--- src/hdl/i2cms_pkg.sv ---
// ---------------------------------------------------------------------------
// i2cms_pkg
// Types, command codes and phase counts shared by the I2C bit sequencer.
// ---------------------------------------------------------------------------
`default_nettype none

package i2cms_pkg;

    // command codes as carried on the input stream
    typedef enum logic [2:0] {
        CMD_START = 3'd0,
        CMD_STOP  = 3'd1,
        CMD_WRITE = 3'd2,
        CMD_READ  = 3'd3,
        CMD_SACK  = 3'd4,
        CMD_RACK  = 3'd5
    } cmd_t;

    localparam int PHASE_W = 5;
    localparam int SUB_W   = 2;

    // phase index of the final bit on a byte transfer
    localparam logic [PHASE_W-1:0] BYTE_LAST_PHASE = 5'd23;
    localparam logic [7:0]         MSB_MASK        = 8'h80;

    // one classified tick as it travels from front to back
    typedef struct packed {
        logic       cmd_ok;
        cmd_t       func;
        logic [7:0] tx_byte;
        logic       tx_ack;
        logic       sda_in;
    } item_t;

    // line and status values produced for one tick
    typedef struct packed {
        logic       rx_ack;
        logic [7:0] rx_byte;
        logic       done_res;
        logic       busy_res;
        logic       sda_level;
        logic       scl_level;
    } result_t;

    // index of the final phase of each command
    function automatic logic [PHASE_W-1:0] last_phase(input cmd_t cmd);
        logic [PHASE_W-1:0] lp;
        case (cmd)
            CMD_START: lp = 5'd3;
            CMD_STOP:  lp = 5'd2;
            CMD_WRITE: lp = 5'd23;
            CMD_READ:  lp = 5'd23;
            CMD_SACK:  lp = 5'd2;
            CMD_RACK:  lp = 5'd4;
            default:   lp = 5'd4;
        endcase
        return lp;
    endfunction

endpackage

`default_nettype wire

--- src/hdl/i2cms_front.sv ---
// ---------------------------------------------------------------------------
// i2cms_front
// Unpacks an input transfer and marks whether it offers a legal command.
// ---------------------------------------------------------------------------
`default_nettype none

module i2cms_front (
    input  wire logic [15:0]     s_tdata,
    input  wire logic [3:0]      s_tuser,
    output i2cms_pkg::item_t     item
);

    logic [2:0] func_raw;

    // command code and validity from tuser, payload bits from tdata
    always_comb begin
        func_raw       = s_tuser[3:1];
        item.func      = i2cms_pkg::cmd_t'(func_raw);
        item.cmd_ok    = s_tuser[0] && (func_raw <= 3'(i2cms_pkg::CMD_RACK));
        item.tx_byte   = s_tdata[7:0];
        item.tx_ack    = s_tdata[8];
        item.sda_in    = s_tdata[9];
    end

endmodule

`default_nettype wire

--- src/hdl/i2cms_queue.sv ---
// ---------------------------------------------------------------------------
// i2cms_queue
// Two-entry queue that lets the front take ticks while the back is stalled.
// ---------------------------------------------------------------------------
`default_nettype none

module i2cms_queue (
    input  wire logic              aclk,
    input  wire logic              aresetn,
    input  wire logic              wr_valid,
    output      logic              wr_ready,
    input  wire i2cms_pkg::item_t  wr_item,
    output      logic              rd_valid,
    input  wire logic              rd_ready,
    output      i2cms_pkg::item_t  rd_item
);

    i2cms_pkg::item_t mem_reg [2];
    logic       wr_ptr_reg, wr_ptr_next;
    logic       rd_ptr_reg, rd_ptr_next;
    logic [1:0] count_reg, count_next;
    logic       push, pop;

    assign wr_ready = (count_reg != 2'd2);
    assign rd_valid = (count_reg != 2'd0);
    assign rd_item  = mem_reg[rd_ptr_reg];
    assign push     = wr_valid && wr_ready;
    assign pop      = rd_valid && rd_ready;

    // pointer and fill count update
    always_comb begin
        wr_ptr_next = push ? ~wr_ptr_reg : wr_ptr_reg;
        rd_ptr_next = pop ? ~rd_ptr_reg : rd_ptr_reg;
        count_next  = count_reg;
        if (push && !pop) begin
            count_next = count_reg + 2'd1;
        end else if (pop && !push) begin
            count_next = count_reg - 2'd1;
        end
    end

    always_ff @(posedge aclk) begin
        if (!aresetn) begin
            wr_ptr_reg <= 1'b0;
            rd_ptr_reg <= 1'b0;
            count_reg  <= 2'd0;
        end else begin
            wr_ptr_reg <= wr_ptr_next;
            rd_ptr_reg <= rd_ptr_next;
            count_reg  <= count_next;
        end
    end

    // storage, no reset needed
    always_ff @(posedge aclk) begin
        if (push) begin
            mem_reg[wr_ptr_reg] <= wr_item;
        end
    end

endmodule

`default_nettype wire

--- src/hdl/i2cms_back.sv ---
// ---------------------------------------------------------------------------
// i2cms_back
// Runs one pin phase per tick and holds the result in an output register.
// ---------------------------------------------------------------------------
`default_nettype none

module i2cms_back (
    input  wire logic              aclk,
    input  wire logic              aresetn,
    input  wire logic              in_valid,
    output      logic              in_ready,
    input  wire i2cms_pkg::item_t  in_item,
    output      logic              out_valid,
    input  wire logic              out_ready,
    output      i2cms_pkg::result_t out_res
);

    i2cms_pkg::cmd_t                      command_reg, command_next;
    logic [i2cms_pkg::PHASE_W-1:0]        phase_reg, phase_next;
    logic [i2cms_pkg::SUB_W-1:0]          sub_reg, sub_next;
    logic                                 active_reg, active_next;
    logic [7:0]                           shift_reg, shift_next;
    logic                                 scl_reg, scl_next;
    logic                                 sda_reg, sda_next;
    logic [7:0]                           rx_byte_reg, rx_byte_next;
    logic                                 rx_ack_reg, rx_ack_next;
    logic                                 out_valid_reg;
    i2cms_pkg::result_t                   out_res_reg, out_res_next;

    logic                                 step;
    logic                                 launch;
    logic                                 run;
    logic                                 done;
    i2cms_pkg::cmd_t                      cmd;
    logic [i2cms_pkg::PHASE_W-1:0]        p;
    logic [i2cms_pkg::SUB_W-1:0]          sub;
    logic [7:0]                           shift_cur;

    assign in_ready  = !out_valid_reg || out_ready;
    assign step      = in_valid && in_ready;
    assign out_valid = out_valid_reg;
    assign out_res   = out_res_reg;

    // phase engine: one phase of the running or newly launched command
    always_comb begin
        launch    = !active_reg && in_item.cmd_ok;
        run       = active_reg || launch;
        cmd       = launch ? in_item.func : command_reg;
        p         = launch ? '0 : phase_reg;
        sub       = launch ? '0 : sub_reg;
        if (launch) begin
            shift_cur = (in_item.func == i2cms_pkg::CMD_WRITE) ? in_item.tx_byte : 8'd0;
        end else begin
            shift_cur = shift_reg;
        end

        command_next = cmd;
        shift_next   = shift_cur;
        scl_next     = scl_reg;
        sda_next     = sda_reg;
        rx_byte_next = rx_byte_reg;
        rx_ack_next  = rx_ack_reg;
        done         = 1'b0;
        active_next  = active_reg;
        phase_next   = phase_reg;
        sub_next     = sub_reg;

        if (run) begin
            case (cmd)
                i2cms_pkg::CMD_START: begin
                    case (p[1:0])
                        2'd0:    sda_next = 1'b1;
                        2'd1:    scl_next = 1'b1;
                        2'd2:    sda_next = 1'b0;
                        default: scl_next = 1'b0;
                    endcase
                end
                i2cms_pkg::CMD_STOP: begin
                    case (p[1:0])
                        2'd0:    sda_next = 1'b0;
                        2'd1:    scl_next = 1'b1;
                        default: sda_next = 1'b1;
                    endcase
                end
                i2cms_pkg::CMD_WRITE: begin
                    case (sub)
                        2'd0:    sda_next = |(shift_cur & i2cms_pkg::MSB_MASK);
                        2'd1:    scl_next = 1'b1;
                        default: begin
                            scl_next   = 1'b0;
                            shift_next = {shift_cur[6:0], 1'b0};
                        end
                    endcase
                end
                i2cms_pkg::CMD_READ: begin
                    case (sub)
                        2'd0:    scl_next = 1'b1;
                        2'd1:    shift_next = {shift_cur[6:0], in_item.sda_in};
                        default: begin
                            scl_next = 1'b0;
                            if (p == i2cms_pkg::BYTE_LAST_PHASE) begin
                                rx_byte_next = shift_cur;
                            end
                        end
                    endcase
                end
                i2cms_pkg::CMD_SACK: begin
                    case (p[1:0])
                        2'd0:    sda_next = in_item.tx_ack;
                        2'd1:    scl_next = 1'b1;
                        default: scl_next = 1'b0;
                    endcase
                end
                default: begin
                    case (p[2:0])
                        3'd0:    sda_next    = 1'b1;
                        3'd1:    scl_next    = 1'b0;
                        3'd2:    scl_next    = 1'b1;
                        3'd3:    rx_ack_next = in_item.sda_in;
                        default: scl_next    = 1'b0;
                    endcase
                end
            endcase

            // advance or finish
            if (p == i2cms_pkg::last_phase(cmd)) begin
                done        = 1'b1;
                active_next = 1'b0;
                phase_next  = '0;
                sub_next    = '0;
            end else begin
                active_next = 1'b1;
                phase_next  = p + 5'd1;
                sub_next    = (sub == 2'd2) ? 2'd0 : sub + 2'd1;
            end
        end

        out_res_next.scl_level = scl_next;
        out_res_next.sda_level = sda_next;
        out_res_next.busy_res  = active_next;
        out_res_next.done_res  = done;
        out_res_next.rx_byte   = rx_byte_next;
        out_res_next.rx_ack    = rx_ack_next;
    end

    // sequencer state, committed only when a tick is taken
    always_ff @(posedge aclk) begin
        if (!aresetn) begin
            command_reg   <= i2cms_pkg::CMD_START;
            phase_reg     <= '0;
            sub_reg       <= '0;
            active_reg    <= 1'b0;
            shift_reg     <= 8'd0;
            scl_reg       <= 1'b1;
            sda_reg       <= 1'b1;
            rx_byte_reg   <= 8'd0;
            rx_ack_reg    <= 1'b1;
            out_valid_reg <= 1'b0;
        end else begin
            if (step) begin
                command_reg <= command_next;
                phase_reg   <= phase_next;
                sub_reg     <= sub_next;
                active_reg  <= active_next;
                shift_reg   <= shift_next;
                scl_reg     <= scl_next;
                sda_reg     <= sda_next;
                rx_byte_reg <= rx_byte_next;
                rx_ack_reg  <= rx_ack_next;
            end
            if (step) begin
                out_valid_reg <= 1'b1;
            end else if (out_ready) begin
                out_valid_reg <= 1'b0;
            end
        end
    end

    // output payload register
    always_ff @(posedge aclk) begin
        if (step) begin
            out_res_reg <= out_res_next;
        end
    end

endmodule

`default_nettype wire

--- src/hdl/i2c_master_bit_sequencer.sv ---
// ---------------------------------------------------------------------------
// i2c_master_bit_sequencer
// I2C master line sequencer: one pin phase per input transfer.
// ---------------------------------------------------------------------------
//  channel  | dir | tdata                                   | tuser
//  s_       | in  | tx_byte[7:0] tx_ack[8] sda_in[9]        | cmd_valid[0] func[3:1]
//  m_       | out | scl[0] sda[1] busy[2] done[3]           | -
//           |     | rx_byte[11:4] rx_ack[12]                |
//
//  one input transfer is taken per cycle while the m_ side is not stalled; each gives one output transfer
//  an input transfer is registered in the two-entry queue, then in the output register
//  the phase engine steps once per tick, state lives in the back stage
//  aresetn clears the queue, the output valid and the line state (lines released)
//  a stalled m_ side fills the queue, then s_tready drops
// ---------------------------------------------------------------------------
`default_nettype none

module i2c_master_bit_sequencer (
    input  wire logic        aclk,
    input  wire logic        aresetn,
    input  wire logic        s_tvalid,
    output      logic        s_tready,
    input  wire logic [15:0] s_tdata,   // tx_byte, tx_ack, sda_in, zero pad
    input  wire logic [3:0]  s_tuser,   // cmd_valid, func
    output      logic        m_tvalid,
    input  wire logic        m_tready,
    output      logic [15:0] m_tdata    // scl_level, sda_level, busy_res, done_res,
                                        // rx_byte, rx_ack, zero pad
);

    i2cms_pkg::item_t   front_item;
    i2cms_pkg::item_t   queue_item;
    i2cms_pkg::result_t res;
    logic               queue_valid;
    logic               queue_ready;

    // decode
    i2cms_front u_front (
        .s_tdata (s_tdata),
        .s_tuser (s_tuser),
        .item    (front_item)
    );

    // decoupling queue
    i2cms_queue u_queue (
        .aclk     (aclk),
        .aresetn  (aresetn),
        .wr_valid (s_tvalid),
        .wr_ready (s_tready),
        .wr_item  (front_item),
        .rd_valid (queue_valid),
        .rd_ready (queue_ready),
        .rd_item  (queue_item)
    );

    // phase engine and output register
    i2cms_back u_back (
        .aclk      (aclk),
        .aresetn   (aresetn),
        .in_valid  (queue_valid),
        .in_ready  (queue_ready),
        .in_item   (queue_item),
        .out_valid (m_tvalid),
        .out_ready (m_tready),
        .out_res   (res)
    );

    assign m_tdata = {3'b000, res};

endmodule

`default_nettype wire

--- config.mk ---
export PLATFORM = sky130hd
export DESIGN_NAME = i2c_master_bit_sequencer
export DESIGN_NICKNAME = d
export VERILOG_FILES = /design/src/hdl/i2cms_pkg.sv /design/src/hdl/i2cms_front.sv /design/src/hdl/i2cms_queue.sv /design/src/hdl/i2cms_back.sv /design/src/hdl/i2c_master_bit_sequencer.sv
export SDC_FILE = /design/constraint.sdc
export NUM_CORES = 1
export LEC_CHECK = 0
export BUFFER_PORTS_ARGS = -buffer_cell sky130_fd_sc_hd__buf_2
export CAP_MARGIN = 10
export CORE_ASPECT_RATIO = 1.4
export CORE_MARGIN = 10
export CORE_UTILIZATION = 48
export DETAILED_ROUTE_END_ITERATION = 8
export PLACE_DENSITY_LB_ADDON = 0.1
export SETUP_SLACK_MARGIN = 0.05
export SLEW_MARGIN = 20
export SYNTH_ARGS = -nofsm -noshare
export SYNTH_HDL_FRONTEND = slang
export SYNTH_HIERARCHICAL = 1
export SYNTH_SLANG_ARGS = --single-unit
--- constraint.sdc ---
create_clock -name aclk -period 3.75 [get_ports aclk]
set_input_delay 0.5625 -clock aclk [delete_from_list [all_inputs] [get_ports aclk]]
set_output_delay 0.5625 -clock aclk [all_outputs]
set_load 0.02 [all_outputs]
==> summary.txt <==
Logic synthesis
  • Top FF cell, synth: edfxtp_1
  • Distinct cells, synth: 69
  • Cell Area, Synth: 4050 um^2
  • Synth Warn #: 6
  • Synth Instances: 389
  • Seq cells post-synth: 77
  • Asr flop ratio synth: 0%
  • Avg Cell Area, Syn: 10.4 um^2
  • Register area share after synthesis: 48.2%
  • Post-synth EDFFs: 41

Critical path
  • Startpoint types: register
  • WP data arrival: 3.23 ns
  • Worst-path fanout max: 15
  • CP max-delay cell: and3_1
  • CP endpoint kind: register
  • CP max stage delay: 0.62 ns
  • WP buf/inv: 2
  • CP cell instances: buf_4 > mux2_2 > nand2b_1 > nand2_1 > inv_1 > ha_1 > nand4_1 > nor3b_1 > and3_1 > mux2i_1 > nor2_1
  • WS Path Type: reg2reg
  • CP delay by family, top: simple AND/OR/NAND/NOR gates
  • Worst Path Required: 3.94 ns

Clock network
  • Setup bufs post-CTS: 0
  • Num CTS Buffers: 9
  • Root buf cell: clkbuf_16
  • Clock Path Buffers: 2
  • CTS clk-pin slew, worst paths: 0.06 ns
  • CTS tree: done
  • Cts hold-fix bufs: 0
  • # resized after CTS: 0
  • Sinks on Clock Net: 77
  • H-tree level count: 3
  • Clock Latency Late Sink: 0.33 ns

Pwr
  • Power Density: 746 nW/um^2
  • Seq pwr share: 37.7%
  • Worst IR Drop VDD: 0.000385 V
  • Switching power: 1220 uW
  • Clock network fraction of total power: 23.1%
  • Pwr Total: 3250 uW
  • Leakage dissipation: 0.00158 uW
  • Sw Ratio: 37.7%
  • Comb power frac: 39.3%
  • Pint: 2020 uW

Global routing
  • Vias in the first global route: 2790
  • First-pass GRT wire length: 14200 um
  • Pin count of the biggest net entering global routing: 23
  • Tot GR Track Use: 13.8%
  • GRT overflow: 0
  • Initial antenna violation count: 0

Placement
  • Port Buf Inserts: 32
  • Post-DP Area: 4100 um^2
  • Placed wire-length estimate: 6020 um
  • Dpl ws: 0.689 ns
  • Placer congestion estimate: 0.872

Die
  • Die width: 97.7 um
  • Die Height: 129 um
  • IO Count: 42
  • Std-Cell Rows: 39
  • Die area: 12600 um^2
  • Core area: 8200 um^2
  • Starting density of the core: 49.4%

Timing
  • Min cycle time layout: 3.04 ns
  • Final Setup Violations: 0
  • Crit share post-route: 80.9%
  • Hold Vio Cnt, Final: 0
  • Fmax: 329 MHz
  • Setup TNS: 0 ns
  • Clock skew: 0.00480 ns
  • Slew @ Worst Pin: 0.722 ns
  • Final slew viol count: 0
  • Final worst slack: 0.714 ns
  • RSZ-0062 raised after global routing: no
  • Slew HR: 51.8%

Detailed routing
  • Initial drt markers: 244
  • Final wirelength: 8560 um
  • Vias after detailed routing: 2882
  • Drt first pass iters: 5
  • Final ANT Viol Nets: 0
  • DRC violations left: 0
  • WL/cell: 16.9 um
  • Via-to-Cell Ratio: 5.68

Final layout
  • Area growth syn-to-layout: 7.47%
  • # nets final: 430
  • Max reg flops: 28
  • Ant diodes: 0
  • Share of cells above drive strength 1: 21.7%
  • Post-route cell area: 4360 um^2

Flow run
  • Max Cap Viol: 0

Worst hold path
  • Worst hold start: s_tdata[0]
  • HP Class: in2reg

Run status
  • Outcome: complete, no violations
## power groups by stage
stage / clock [uW] / combinational (uW) / sequential [uW]
final: 749 / 1270 / 1220
after global routing: 812 / 1420 / 1240
after CTS: 772 / 1280 / 1220
after detailed placement: 0 / 1270 / 1230
after global placement: 0 / 1260 / 1230
after floorplan: 0 / 993 / 1240
## kinds of logic after synthesis
| logic type | Yosys count | synth area share [%] |
|---|---|---|
| fa+ha+maj | 6 | 1.85 |
| xor+xnor | 6 | 1.30 |
| buf+inv | 46 | 7.44 |
| flops | 77 | 48.2 |
| simple gates | 124 | 15.7 |
| other cells | 1 | 0.0925 |
| compound gates | 102 | 17.8 |
| mux | 27 | 7.75 |
## stage by stage
step	instances	utilization [%]	hold slack [ns]
global placement	491	50.0	0.461
CTS	507	53.1	0.406
finish	507	53.1	0.417
detailed placement	491	50.0	0.468
floorplan	391	-	0.449
global route	507	53.1	0.413
## routing by layer
metal | wire length [um] | GRT usage (%) | up-vias | share of wire, %
met5 | 0 | 0 | - | 0
met4 | 176 | 6.60 | 0 | 2.1
met3 | 394 | 3.21 | 15 | 4.6
met2 | 4120 | 21.8 | 85 | 48
met1 | 3870 | 17.4 | 1348 | 45
li1 | - | - | 1434 | -
## Yosys cell counts (all sizes together) (3+ instances only)
cell    count  share of area [%]
nand2      34                3.1
nor4        3               0.62
o21ai      28                3.5
nor2       40                4.1
a22oi       7                1.3
nand2b      6                1.1
dfxtp      36                 18
inv         8               0.74
a22o        7                1.5
mux2i       5                1.5
a211oi     10                2.3
buf        31                6.1
a21oi      20                2.7
xor2        3               0.65
nor3        7               0.86
nor3b       4               0.86
a221o       4               0.99
nor2b       3               0.65
ha          6                1.9
nand3       7               0.86
and3        3               0.46
a21boi      4               0.83
clkbuf      6               0.56
and2        8                1.2
mux2       22                6.2
xnor2       3               0.65
edfxtp     41                 30
## final timing paths
kind / end / depth (start not counted) / slack (ns)
worst max-delay path: u_back/rx_byte_reg[7] / 11 / 0.71
worst min-delay path: u_queue/mem_reg[1][2] / 1 / 0.42
worst max register to register: u_back/rx_byte_reg[7] / 11 / 0.71
worst min register to register: u_back/shift_reg[0] / 2 / 0.48
## worst reg2reg max path, stage by stage (launching register included)
cell and delay (ns):
dfxtp_1 0.30, buf_4 0.21, mux2_2 0.42, nand2b_1 0.15
nand2_1 0.14, inv_1 0.13, ha_1 0.22, nand4_1 0.11
nor3b_1 0.28, and3_1 0.62, mux2i_1 0.25, nor2_1 0.05
## final cells by class
cell class,instances,area [um^2]
Clock inverter,3,12.5
Sequential cell,77,1950
Timing Repair Buffer,35,183
Multi-Input combinational cell,268,1810
Tap cell,102,128
Clock buffer,13,240
Inverter,9,33.8
Fill cell,744,3840
## cells in the final DEF (no fill, tap or decap), drive strengths merged, types with 4 or more instances in the layout
cell type / n
inv: 8
edfxtp: 41
nor3: 7
mux2i: 5
and2: 8
nand2b: 6
mux2: 22
a21oi: 20
o21ai: 28
clkinv: 4
a211oi: 10
nor2: 40
a21boi: 4
ha: 6
nand3: 7
a221o: 4
clkbuf: 13
buf: 35
a22oi: 7
a22o: 7
nor3b: 4
dfxtp: 36
nand2: 34
Power figures use the tool's default switching activity.
